### src/signed_decimal_token_reader_macros.svh
// Assertion helpers shared by the token reader.
`ifndef SIGNED_DECIMAL_TOKEN_READER_MACROS_SVH
`define SIGNED_DECIMAL_TOKEN_READER_MACROS_SVH

// Check a condition at every clock edge outside reset.
`define SDTR_ASSERT(label, prop, msg) \
  label: assert property (@(posedge clk_i) disable iff (!rst_ni) (prop)) else $error(msg);

// Check that a trigger is followed by a condition in the next cycle.
`define SDTR_ASSERT_NEXT(label, pre, post, msg) \
  label: assert property (@(posedge clk_i) disable iff (!rst_ni) (pre) |=> (post)) \
    else $error(msg);

`endif

### src/sdtr_pkg.sv
`default_nettype none

package sdtr_pkg;

  // Default value width and the fixed width of the result number field
  localparam int unsigned VALUE_BITS_DEF = 64;
  localparam int unsigned NUM_BITS       = 64;

  // Stream widths
  localparam int unsigned IN_DATA_W  = 8;
  localparam int unsigned OUT_DATA_W = 72;
  localparam int unsigned OUT_USER_W = 2;

  // Result queue depth
  localparam int unsigned FIFO_DEPTH = 4;

  // Characters of interest
  localparam logic [7:0] CH_ZERO    = 8'h30;
  localparam logic [7:0] CH_NINE    = 8'h39;
  localparam logic [7:0] CH_SEMI    = 8'h3B;
  localparam logic [7:0] CH_NL      = 8'h0A;
  localparam logic [7:0] CH_LPAREN  = 8'h28;
  localparam logic [7:0] CH_RPAREN  = 8'h29;
  localparam logic [7:0] CH_QUOTE   = 8'h22;
  localparam logic [7:0] CH_MINUS   = 8'h2D;
  localparam logic [7:0] CH_PLUS    = 8'h2B;
  localparam logic [7:0] CH_SPACE   = 8'h20;
  localparam logic [7:0] CH_TAB     = 8'h09;
  localparam logic [7:0] CH_CR      = 8'h0D;

  typedef enum logic [1:0] {
    PH_SKIP,
    PH_COMMENT,
    PH_SIGN,
    PH_DIGITS
  } phase_e;

  typedef enum logic [1:0] {
    KIND_NUMBER,
    KIND_END,
    KIND_NODELIM,
    KIND_UNEXPECTED
  } kind_e;

  // One result beat, lowest field in the lowest bits
  typedef struct packed {
    logic [7:0]          bad;
    logic [NUM_BITS-1:0] value;
    kind_e               kind;
  } result_t;

endpackage

`default_nettype wire

### src/signed_decimal_token_reader.sv
// An accepted input beat is registered in the input stage, then its results enter the queue.
// Throughput: one input beat per cycle while the queue has room for two; an item that yields
// two results drains from the 4-entry result queue one beat per cycle while tready is high.
// Reset (rst_ni low, asynchronous): phase returns to whitespace skipping, the accumulator
// and sign clear, the input stage and the result queue empty.
`default_nettype none

module signed_decimal_token_reader #(
  parameter int unsigned VALUE_BITS = sdtr_pkg::VALUE_BITS_DEF
) (
  input  wire                                clk_i,
  input  wire                                rst_ni,
  input  wire                                s_axis_tvalid_i,
  output logic                               s_axis_tready_o,
  // text_byte [7:0]
  input  wire  [sdtr_pkg::IN_DATA_W-1:0]     s_axis_tdata_i,
  // end_of_text [0]
  input  wire                                s_axis_tuser_i,
  output logic                               m_axis_tvalid_o,
  input  wire                                m_axis_tready_i,
  // number_value [63:0], bad_byte [71:64]
  output logic [sdtr_pkg::OUT_DATA_W-1:0]    m_axis_tdata_o,
  // result_kind [1:0]
  output logic [sdtr_pkg::OUT_USER_W-1:0]    m_axis_tuser_o,
  // last_of_run
  output logic                               m_axis_tlast_o
);
  import sdtr_pkg::*;

  localparam int unsigned PTR_W = $clog2(FIFO_DEPTH);
  localparam int unsigned CNT_W = $clog2(FIFO_DEPTH + 1);

  // Input stage
  logic       in_vld_q;
  logic [7:0] in_byte_q;
  logic       in_eot_q;
  logic       fire;
  logic       room;

  // Scanner state
  phase_e                phase_q, phase_d;
  logic [VALUE_BITS-1:0] acc_q, acc_d;
  logic                  neg_q, neg_d;

  // Result queue
  result_t          fifo_q [FIFO_DEPTH];
  logic             last_q [FIFO_DEPTH];
  logic [PTR_W-1:0] wr_ptr_q, rd_ptr_q;
  logic [CNT_W-1:0] count_q;
  logic             pop;
  result_t          head;

  // Results of the current item
  result_t    res_a, res_b;
  logic [1:0] push_n;

  // Character classes
  logic                  is_space, is_digit, is_sign, is_delim;
  logic [VALUE_BITS-1:0] digit_ext;
  logic [VALUE_BITS-1:0] acc_step;
  logic signed [VALUE_BITS-1:0] num_signed;

  // Skipping-phase handling of the current item
  phase_e  skip_phase;
  logic    skip_emit;
  result_t skip_res;

  // Checker triggers
  logic eot_fire;
  logic digit_fire;

  assign room            = count_q <= CNT_W'(FIFO_DEPTH - 2);
  assign fire            = in_vld_q && room;
  assign s_axis_tready_o = !in_vld_q || room;

  // Register the incoming beat
  always_ff @(posedge clk_i or negedge rst_ni) begin
    if (!rst_ni) begin
      in_vld_q <= 1'b0;
    end else if (s_axis_tready_o) begin
      in_vld_q <= s_axis_tvalid_i;
    end
  end

  always_ff @(posedge clk_i) begin
    if (s_axis_tready_o && s_axis_tvalid_i) begin
      in_byte_q <= s_axis_tdata_i;
      in_eot_q  <= s_axis_tuser_i;
    end
  end

  // Classify the byte
  assign is_space = (in_byte_q == CH_SPACE) || (in_byte_q >= CH_TAB && in_byte_q <= CH_CR);
  assign is_digit = (in_byte_q >= CH_ZERO) && (in_byte_q <= CH_NINE);
  assign is_sign  = (in_byte_q == CH_MINUS) || (in_byte_q == CH_PLUS);
  assign is_delim = is_space || (in_byte_q == CH_LPAREN) || (in_byte_q == CH_RPAREN) ||
                    (in_byte_q == CH_QUOTE) || (in_byte_q == CH_SEMI);

  assign digit_ext  = VALUE_BITS'(in_byte_q[3:0] - CH_ZERO[3:0]);
  assign acc_step   = (acc_q << 3) + (acc_q << 1) + digit_ext;
  assign num_signed = neg_q ? -acc_q : acc_q;

  // Handle the item as if skipping whitespace
  always_comb begin
    skip_phase     = PH_SKIP;
    skip_emit      = 1'b0;
    skip_res.kind  = KIND_END;
    skip_res.value = '0;
    skip_res.bad   = '0;
    if (in_eot_q) begin
      skip_emit = 1'b1;
    end else if (is_space) begin
      skip_phase = PH_SKIP;
    end else if (in_byte_q == CH_SEMI) begin
      skip_phase = PH_COMMENT;
    end else if (is_digit) begin
      skip_phase = PH_DIGITS;
    end else if (is_sign) begin
      skip_phase = PH_SIGN;
    end else begin
      skip_emit     = 1'b1;
      skip_res.kind = KIND_UNEXPECTED;
      skip_res.bad  = in_byte_q;
    end
  end

  // Next scanner state
  always_comb begin
    phase_d = phase_q;
    acc_d   = acc_q;
    neg_d   = neg_q;
    if (fire) begin
      case (phase_q)
        PH_COMMENT: begin
          if (in_eot_q || in_byte_q == CH_NL) begin
            phase_d = PH_SKIP;
          end
        end
        PH_SIGN: begin
          if (!in_eot_q && is_digit) begin
            acc_d   = digit_ext;
            phase_d = PH_DIGITS;
          end else begin
            phase_d = skip_phase;
            acc_d   = is_digit ? digit_ext : '0;
            neg_d   = !in_eot_q && (in_byte_q == CH_MINUS);
          end
        end
        PH_DIGITS: begin
          if (!in_eot_q && is_digit) begin
            acc_d = acc_step;
          end else if (in_eot_q || is_delim) begin
            phase_d = skip_phase;
            acc_d   = '0;
            neg_d   = 1'b0;
          end else begin
            phase_d = PH_SKIP;
            acc_d   = '0;
            neg_d   = 1'b0;
          end
        end
        default: begin
          phase_d = skip_phase;
          acc_d   = is_digit ? digit_ext : '0;
          neg_d   = !in_eot_q && (in_byte_q == CH_MINUS);
        end
      endcase
    end
  end

  // Results of the current item
  always_comb begin
    res_a  = skip_res;
    res_b  = skip_res;
    push_n = 2'd0;
    case (phase_q)
      PH_COMMENT: begin
        if (in_eot_q) begin
          res_a.kind  = KIND_END;
          res_a.bad   = '0;
          push_n      = 2'd1;
        end
      end
      PH_SIGN: begin
        if (in_eot_q || !is_digit) begin
          res_a.kind  = KIND_UNEXPECTED;
          res_a.value = '0;
          res_a.bad   = neg_q ? CH_MINUS : CH_PLUS;
          push_n      = skip_emit ? 2'd2 : 2'd1;
        end
      end
      PH_DIGITS: begin
        if (!in_eot_q && is_digit) begin
          push_n = 2'd0;
        end else if (in_eot_q || is_delim) begin
          res_a.kind  = KIND_NUMBER;
          res_a.value = NUM_BITS'(num_signed);
          res_a.bad   = '0;
          push_n      = skip_emit ? 2'd2 : 2'd1;
        end else begin
          res_a.kind  = KIND_NODELIM;
          res_a.value = '0;
          res_a.bad   = in_byte_q;
          push_n      = 2'd1;
        end
      end
      default: begin
        push_n = skip_emit ? 2'd1 : 2'd0;
      end
    endcase
  end

  // Scanner state registers
  always_ff @(posedge clk_i or negedge rst_ni) begin
    if (!rst_ni) begin
      phase_q <= PH_SKIP;
      acc_q   <= '0;
      neg_q   <= 1'b0;
    end else begin
      phase_q <= phase_d;
      acc_q   <= acc_d;
      neg_q   <= neg_d;
    end
  end

  // Write results into the queue
  always_ff @(posedge clk_i) begin
    if (fire && push_n != 2'd0) begin
      fifo_q[wr_ptr_q] <= res_a;
      last_q[wr_ptr_q] <= (push_n == 2'd1);
      if (push_n == 2'd2) begin
        fifo_q[wr_ptr_q + PTR_W'(1)] <= res_b;
        last_q[wr_ptr_q + PTR_W'(1)] <= 1'b1;
      end
    end
  end

  // Advance queue pointers and fill count
  assign pop = m_axis_tvalid_o && m_axis_tready_i;

  always_ff @(posedge clk_i or negedge rst_ni) begin
    if (!rst_ni) begin
      wr_ptr_q <= '0;
      rd_ptr_q <= '0;
      count_q  <= '0;
    end else begin
      if (fire) begin
        wr_ptr_q <= wr_ptr_q + PTR_W'(push_n);
      end
      if (pop) begin
        rd_ptr_q <= rd_ptr_q + PTR_W'(1);
      end
      count_q <= count_q + (fire ? CNT_W'(push_n) : CNT_W'(0)) - CNT_W'(pop);
    end
  end

  // Drive the head beat
  assign head            = fifo_q[rd_ptr_q];
  assign m_axis_tvalid_o = count_q != '0;
  assign m_axis_tdata_o  = {head.bad, head.value};
  assign m_axis_tuser_o  = head.kind;
  assign m_axis_tlast_o  = last_q[rd_ptr_q];

  assign eot_fire   = fire && in_eot_q;
  assign digit_fire = fire && !in_eot_q && is_digit && (phase_q != PH_COMMENT);

`include "signed_decimal_token_reader_macros.svh"

  `SDTR_ASSERT(a_count_bound, count_q <= CNT_W'(FIFO_DEPTH), "result queue overflow")
  `SDTR_ASSERT_NEXT(a_eot_skip, eot_fire, phase_q == PH_SKIP, "end mark left a token open")
  `SDTR_ASSERT_NEXT(a_digit_enters, digit_fire, phase_q == PH_DIGITS, "digit missed number")

endmodule

`default_nettype wire
### config.mk
export PLATFORM = sky130hd
export DESIGN_NAME = signed_decimal_token_reader
export DESIGN_NICKNAME = d
export VERILOG_FILES = /design/src/sdtr_pkg.sv /design/src/signed_decimal_token_reader.sv
export VERILOG_INCLUDE_DIRS = /design/src /design/src/src
export SDC_FILE = /design/constraint.sdc
export NUM_CORES = 1
export LEC_CHECK = 0
export BUFFER_PORTS_ARGS = -buffer_cell sky130_fd_sc_hd__buf_2
export CORE_ASPECT_RATIO = 2
export CORE_MARGIN = 2
export CORE_UTILIZATION = 56
export CTS_CLUSTER_DIAMETER = 100
export DETAILED_ROUTE_END_ITERATION = 16
export GPL_TIMING_DRIVEN = 0
export PLACE_DENSITY = 0.75
export SETUP_SLACK_MARGIN = 0.15
export SYNTH_ARGS = -nofsm -noshare
export SYNTH_HDL_FRONTEND = slang
export SYNTH_SLANG_ARGS = --single-unit
### constraint.sdc
create_clock -name clk_i -period 3.4 [get_ports clk_i]
set_input_delay 0.17 -clock clk_i [delete_from_list [all_inputs] [get_ports clk_i]]
set_output_delay 0.17 -clock clk_i [all_outputs]
set_load 0.01 [all_outputs]
==> impl_results.html <==
<table>
<tr><th>Metric</th><th>Value</th></tr>
<tr><th colspan="2">Yosys</th></tr>
<tr><td>Multiplexer share of the synthesized area</td><td>8.37%</td></tr>
<tr><td>Post-synthesis sequential area ratio</td><td>approximately two fifths</td></tr>
<tr><td>Post-synthesis compound-gate area fraction</td><td>23.4%</td></tr>
<tr><td>Post-Syn Nets</td><td>2,145</td></tr>
<tr><td>Number of enable-type register cells in the synthesized netlist</td><td>45</td></tr>
<tr><td>Area fraction of the dominant cell type after synthesis</td><td>25.5%</td></tr>
<tr><td>Distinct cells, synth</td><td>84</td></tr>
<tr><td>Adder-Cell Fraction of Synth Area</td><td>under 10%</td></tr>
<tr><td>Post-synthesis simple-gate area fraction</td><td>10.4%</td></tr>
<tr><td>Count of warnings emitted by yosys</td><td>0</td></tr>
<tr><td>Ys async rst share</td><td>19.5%</td></tr>
<tr><td>Predominant post-synthesis flop cell</td><td>sky130_fd_sc_hd__dfxtp_1</td></tr>
<tr><td>Average cell area after synthesis</td><td>10.3 sq um</td></tr>
<tr><td>Synth area leader</td><td>sky130_fd_sc_hd__dfxtp_1</td></tr>
<tr><td>Post-Synthesis Cells</td><td>roughly 2,000</td></tr>
<tr><td>Summed instance area of the synthesized netlist</td><td>0.0207 sq mm</td></tr>
<tr><td>Seq cells post-synth</td><td>384</td></tr>
<tr><td>Largest family of logic cells by synthesized area</td><td>compound AO/OA/AOI/OAI gates</td></tr>
<tr><td>Top post-synthesis cells by area</td><td>sky130_fd_sc_hd__dfxtp_1 26%, sky130_fd_sc_hd__a22o_1 11%, sky130_fd_sc_hd__dfrtp_1 9.1%, sky130_fd_sc_hd__mux4_2 8.2%, sky130_fd_sc_hd__ha_1 7.6%</td></tr>
<tr><td>Post-Synth XOR/XNOR Area</td><td>5.33%</td></tr>
<tr><th colspan="2">Timing</th></tr>
<tr><td>Worst Hold Margin</td><td>0.123 ns</td></tr>
<tr><td>Hold violation count in the final report</td><td>0</td></tr>
<tr><td>Rel. slew slack</td><td>39.5%</td></tr>
<tr><td>Final setup violating endpoints</td><td>15</td></tr>
<tr><td>Smallest setup slack after layout</td><td>-0.156 ns</td></tr>
<tr><td>Actual slew at the worst max-slew pin</td><td>0.908 ns</td></tr>
<tr><td>Highest clock rate</td><td>281 MHz</td></tr>
<tr><td>Unrepaired setup endpoints after global routing</td><td>true</td></tr>
<tr><td>Clock Skew</td><td>0.0264 ns</td></tr>
<tr><td>Slew Limit Fails</td><td>0</td></tr>
<tr><td>Minimum period implied by the final worst setup slack</td><td>3.56 ns</td></tr>
<tr><td>Portion of the clock cycle consumed by the worst path in the final layout</td><td>105%</td></tr>
<tr><td>Setup_tns</td><td>-1.06 ns</td></tr>
<tr><th colspan="2">Final layout</th></tr>
<tr><td>Area taken by multi-input logic gates</td><td>approximately 0.012 sq mm</td></tr>
<tr><td>Net total in the final layout</td><td>2,385</td></tr>
<tr><td>Antenna cell count</td><td>0</td></tr>
<tr><td>Layout Area Growth over Synthesis</td><td>20.9%</td></tr>
<tr><td>Post-route standard cell area excluding fillers</td><td>0.0250 sq mm</td></tr>
<tr><td>Most common cell after layout, fill and taps aside</td><td>sky130_fd_sc_hd__a22o_1</td></tr>
<tr><td>Top library cells by usage in the layout, fill and taps aside</td><td>265 x sky130_fd_sc_hd__a22o_1, 264 x sky130_fd_sc_hd__dfxtp_1, 148 x sky130_fd_sc_hd__nand2_1</td></tr>
<tr><td>Share of cells above drive strength 1</td><td>25.8%</td></tr>
<tr><td>Number of fillers in the final layout</td><td>2,685</td></tr>
<tr><td>Area used by sequential logic in the layout</td><td>about 0.0086 sq mm</td></tr>
<tr><th colspan="2">Floorplanning</th></tr>
<tr><td>I/O pin count</td><td>90</td></tr>
<tr><td>Die span in y</td><td>around 280 um</td></tr>
<tr><td>Area of the core</td><td>0.0364 sq mm</td></tr>
<tr><td>Effective utilization at floorplan</td><td>56.8%</td></tr>
<tr><td>Die W</td><td>~140 um</td></tr>
<tr><td>Cell Rows</td><td>about 100</td></tr>
<tr><td>DIE AREA</td><td>around 0.039 sq mm</td></tr>
<tr><th colspan="2">Placed design</th></tr>
<tr><td>Number of port buffers</td><td>89</td></tr>
<tr><td>Setup WS pre-CTS</td><td>-1.02 ns</td></tr>
<tr><td>Detailed placement HPWL</td><td>around 46,000 um</td></tr>
<tr><td>Post-detailed-placement cell area</td><td>0.0218 sq mm</td></tr>
<tr><td>Final GP Congestion</td><td>0.970</td></tr>
<tr><th colspan="2">Critical path</th></tr>
<tr><td>CP Launch Type</td><td>flop</td></tr>
<tr><td>Worst Path Class, Setup</td><td>reg2reg</td></tr>
<tr><td>Worst reg2reg setup slack</td><td>-0.16 ns</td></tr>
<tr><td>Launch point of the worst reg-to-reg path</td><td>acc_q[1]</td></tr>
<tr><td>CP endpoint kind</td><td>flop</td></tr>
<tr><td>End point of the critical path</td><td>acc_q[48]</td></tr>
<tr><td>Critical path peak fanout</td><td>5</td></tr>
<tr><td>Signal arrival time at the worst endpoint</td><td>roughly 4.0 ns</td></tr>
<tr><td>Crit path from</td><td>acc_q[1]</td></tr>
<tr><td>Required time of the worst setup path</td><td>3.88 ns</td></tr>
<tr><td>Worst-case reg-to-reg path depth</td><td>14</td></tr>
<tr><td>Reg-to-reg endpoint</td><td>acc_q[48]</td></tr>
<tr><th colspan="2">Power</th></tr>
<tr><td>Worst IR drop on VDD</td><td>0.690 mV</td></tr>
<tr><td>Total Power</td><td>13.1 mW</td></tr>
<tr><td>Pleak</td><td>10.7 nW</td></tr>
<tr><td>PD cells</td><td>525 mW/mm^2</td></tr>
<tr><th colspan="2">Clocking</th></tr>
<tr><td>Largest buffer count on any clock path</td><td>3</td></tr>
<tr><td>Clock sink count</td><td>384</td></tr>
<tr><td>Buffer type at the clock tree root</td><td>sky130_fd_sc_hd__clkbuf_16</td></tr>
<tr><td>Register clock-pin slew on the reported worst setup and hold paths</td><td>0.06 ns</td></tr>
<tr><td>Maximum level of the CTS H-tree</td><td>2</td></tr>
<tr><td>Number of buffers created by CTS</td><td>34</td></tr>
<tr><td>Clk Latency, worst-skew pair</td><td>about 0.55 ns</td></tr>
<tr><td>CTS tree</td><td>built</td></tr>
<tr><th colspan="2">Flow run</th></tr>
<tr><td>Number of maximum-capacitance constraint violations</td><td>0</td></tr>
<tr><th colspan="2">Hold path</th></tr>
<tr><td>Tightest Hold Check Type</td><td>in2reg</td></tr>
<tr><th colspan="2">Run status</th></tr>
<tr><td>Violations in the final reports</td><td>negative setup slack</td></tr>
<tr><td>Run status</td><td>finished with violations</td></tr>
<tr><th colspan="2">Route</th></tr>
<tr><td>Detailed router's first-iteration violation count</td><td>roughly 1,200</td></tr>
<tr><td>DR vias</td><td>18,156</td></tr>
<tr><td>Final ANT Viol Nets</td><td>0</td></tr>
<tr><td>Routed WL per cell</td><td>23.9 um</td></tr>
<tr><td>Length of the first detailed-routing pass in iterations</td><td>7</td></tr>
<tr><td>Post-Route WL</td><td>65,000 um</td></tr>
<tr><td>Per-cell via count in the routed design</td><td>6.67</td></tr>
<tr><td>DRC errors left</td><td>0</td></tr>
<tr><th colspan="2">GRT</th></tr>
<tr><td>Maximum number of pins on one net before global-route repair</td><td>70</td></tr>
<tr><td>Antenna violations before repair</td><td>0</td></tr>
<tr><td>GRT Total Usage</td><td>32.1%</td></tr>
<tr><td>First-pass GRT wire length</td><td>between 90,000 and 100,000 um</td></tr>
<tr><td>Residual overflow from global routing</td><td>0</td></tr>
<tr><td>Vias in the first global route</td><td>between 15,000 and 20,000</td></tr>
</table>
power by group:
part,internal [mW],switching (mW),total [mW]
Combinational,1.36,2.72,4.08
Sequential,4.83,0.124,4.96
Clock,2.28,1.81,4.10
final cells by class:
type	instances	area share (%)
Buffer	147	3.02
Clock buffer	47	3.93
Clock inverter	15	0.720
Inverter	35	0.570
Multi-Input combinational cell	1438	49.7
Sequential cell	384	34.2
Tap cell	454	2.27
Timing Repair Buffer	203	5.63
critical path, stage by stage (launching register included):
cell	delay, ns
sky130_fd_sc_hd__dfrtp_2	0.43
sky130_fd_sc_hd__buf_4	0.17
sky130_fd_sc_hd__ha_1	0.35
sky130_fd_sc_hd__ha_4	0.32
sky130_fd_sc_hd__a211oi_2	0.07
sky130_fd_sc_hd__nor2_2	0.17
sky130_fd_sc_hd__o31ai_4	0.11
sky130_fd_sc_hd__buf_4	0.16
sky130_fd_sc_hd__nand2_4	0.07
sky130_fd_sc_hd__a31oi_4	0.11
sky130_fd_sc_hd__o31a_1	0.39
sky130_fd_sc_hd__o31a_1	0.31
sky130_fd_sc_hd__o31a_1	0.33
sky130_fd_sc_hd__or4_1	0.41
sky130_fd_sc_hd__nand3_1	0.09
logic make-up (layout without fill, tap and decap cells):
family,Yosys count,count (layout)
fa+ha+maj,129,129
buf+inv,182,447
simple gates,445,445
xor+xnor,126,126
compound gates,658,659
mux,79,79
flops,384,384
timing repair:
item	4_1_cts	5_1_grt
hold buffers	13	0
endpoints found under the setup margin	376	354
gates resized for setup	200	165
pin swaps	47	40
gates cloned	0	2
buffers inserted	65	34
hold endpoints to repair	85	0
metal layers:
metal | up-vias | wire length [um] | GRT usage, %
met1 | 9024 | 22800 | 32.9
met2 | 785 | 34500 | 60.6
li1 | 8092 | - | -
met3 | 255 | 3110 | 3.96
met5 | - | 0 | 0
met4 | 0 | 4540 | 21.1
worst min-delay path by stage:
stage	slack (ns)	from	depth (start not counted)	end
5_1_grt	0.14	m_axis_tready_i	3	rd_ptr_q[0]
6_report	0.12	m_axis_tready_i	3	rd_ptr_q[0]
3_5_place_dp	0.008	rst_ni	1	acc_q[5]
4_1_cts	0.11	m_axis_tready_i	3	rd_ptr_q[0]
3_3_place_gp	0.35	s_axis_tdata_i[7]	1	in_byte_q[7]
2_1_floorplan	-0.13	rst_ni	0	acc_q[0]
synthesized netlist by cell type (all sizes together) (25+ instances only):
| library cell | count |
|---|---|
| ha | 126 |
| nor2 | 111 |
| o21ai | 131 |
| xor2 | 97 |
| dfrtp | 75 |
| a21oi | 83 |
| nand2 | 153 |
| nand3 | 26 |
| nor3 | 25 |
| o31ai | 27 |
| dfxtp | 264 |
| xnor2 | 29 |
| clkbuf | 107 |
| mux4 | 75 |
| a22o | 265 |
| edfxtp | 45 |
| inv | 35 |
| buf | 40 |
| a21o | 48 |
metrics by stage:
step | instances | utilization (%)
2_1_floorplan | 2003 | -
3_3_place_gp | 2546 | 59.8
3_5_place_dp | 2547 | 59.8
4_1_cts | 2687 | 66.6
5_1_grt | 2723 | 68.7
6_report | 2723 | 68.7
sequential cells by signal, summed over array words and instances (netlist names), 2 cells and up:
signal and count:
acc_q 64, count_q 3, fifo_q 296, in_byte_q 8, last_q 4, phase_q 2
rd_ptr_q 2, wr_ptr_q 2
Note: power is estimated with default switching activity, not from simulation.
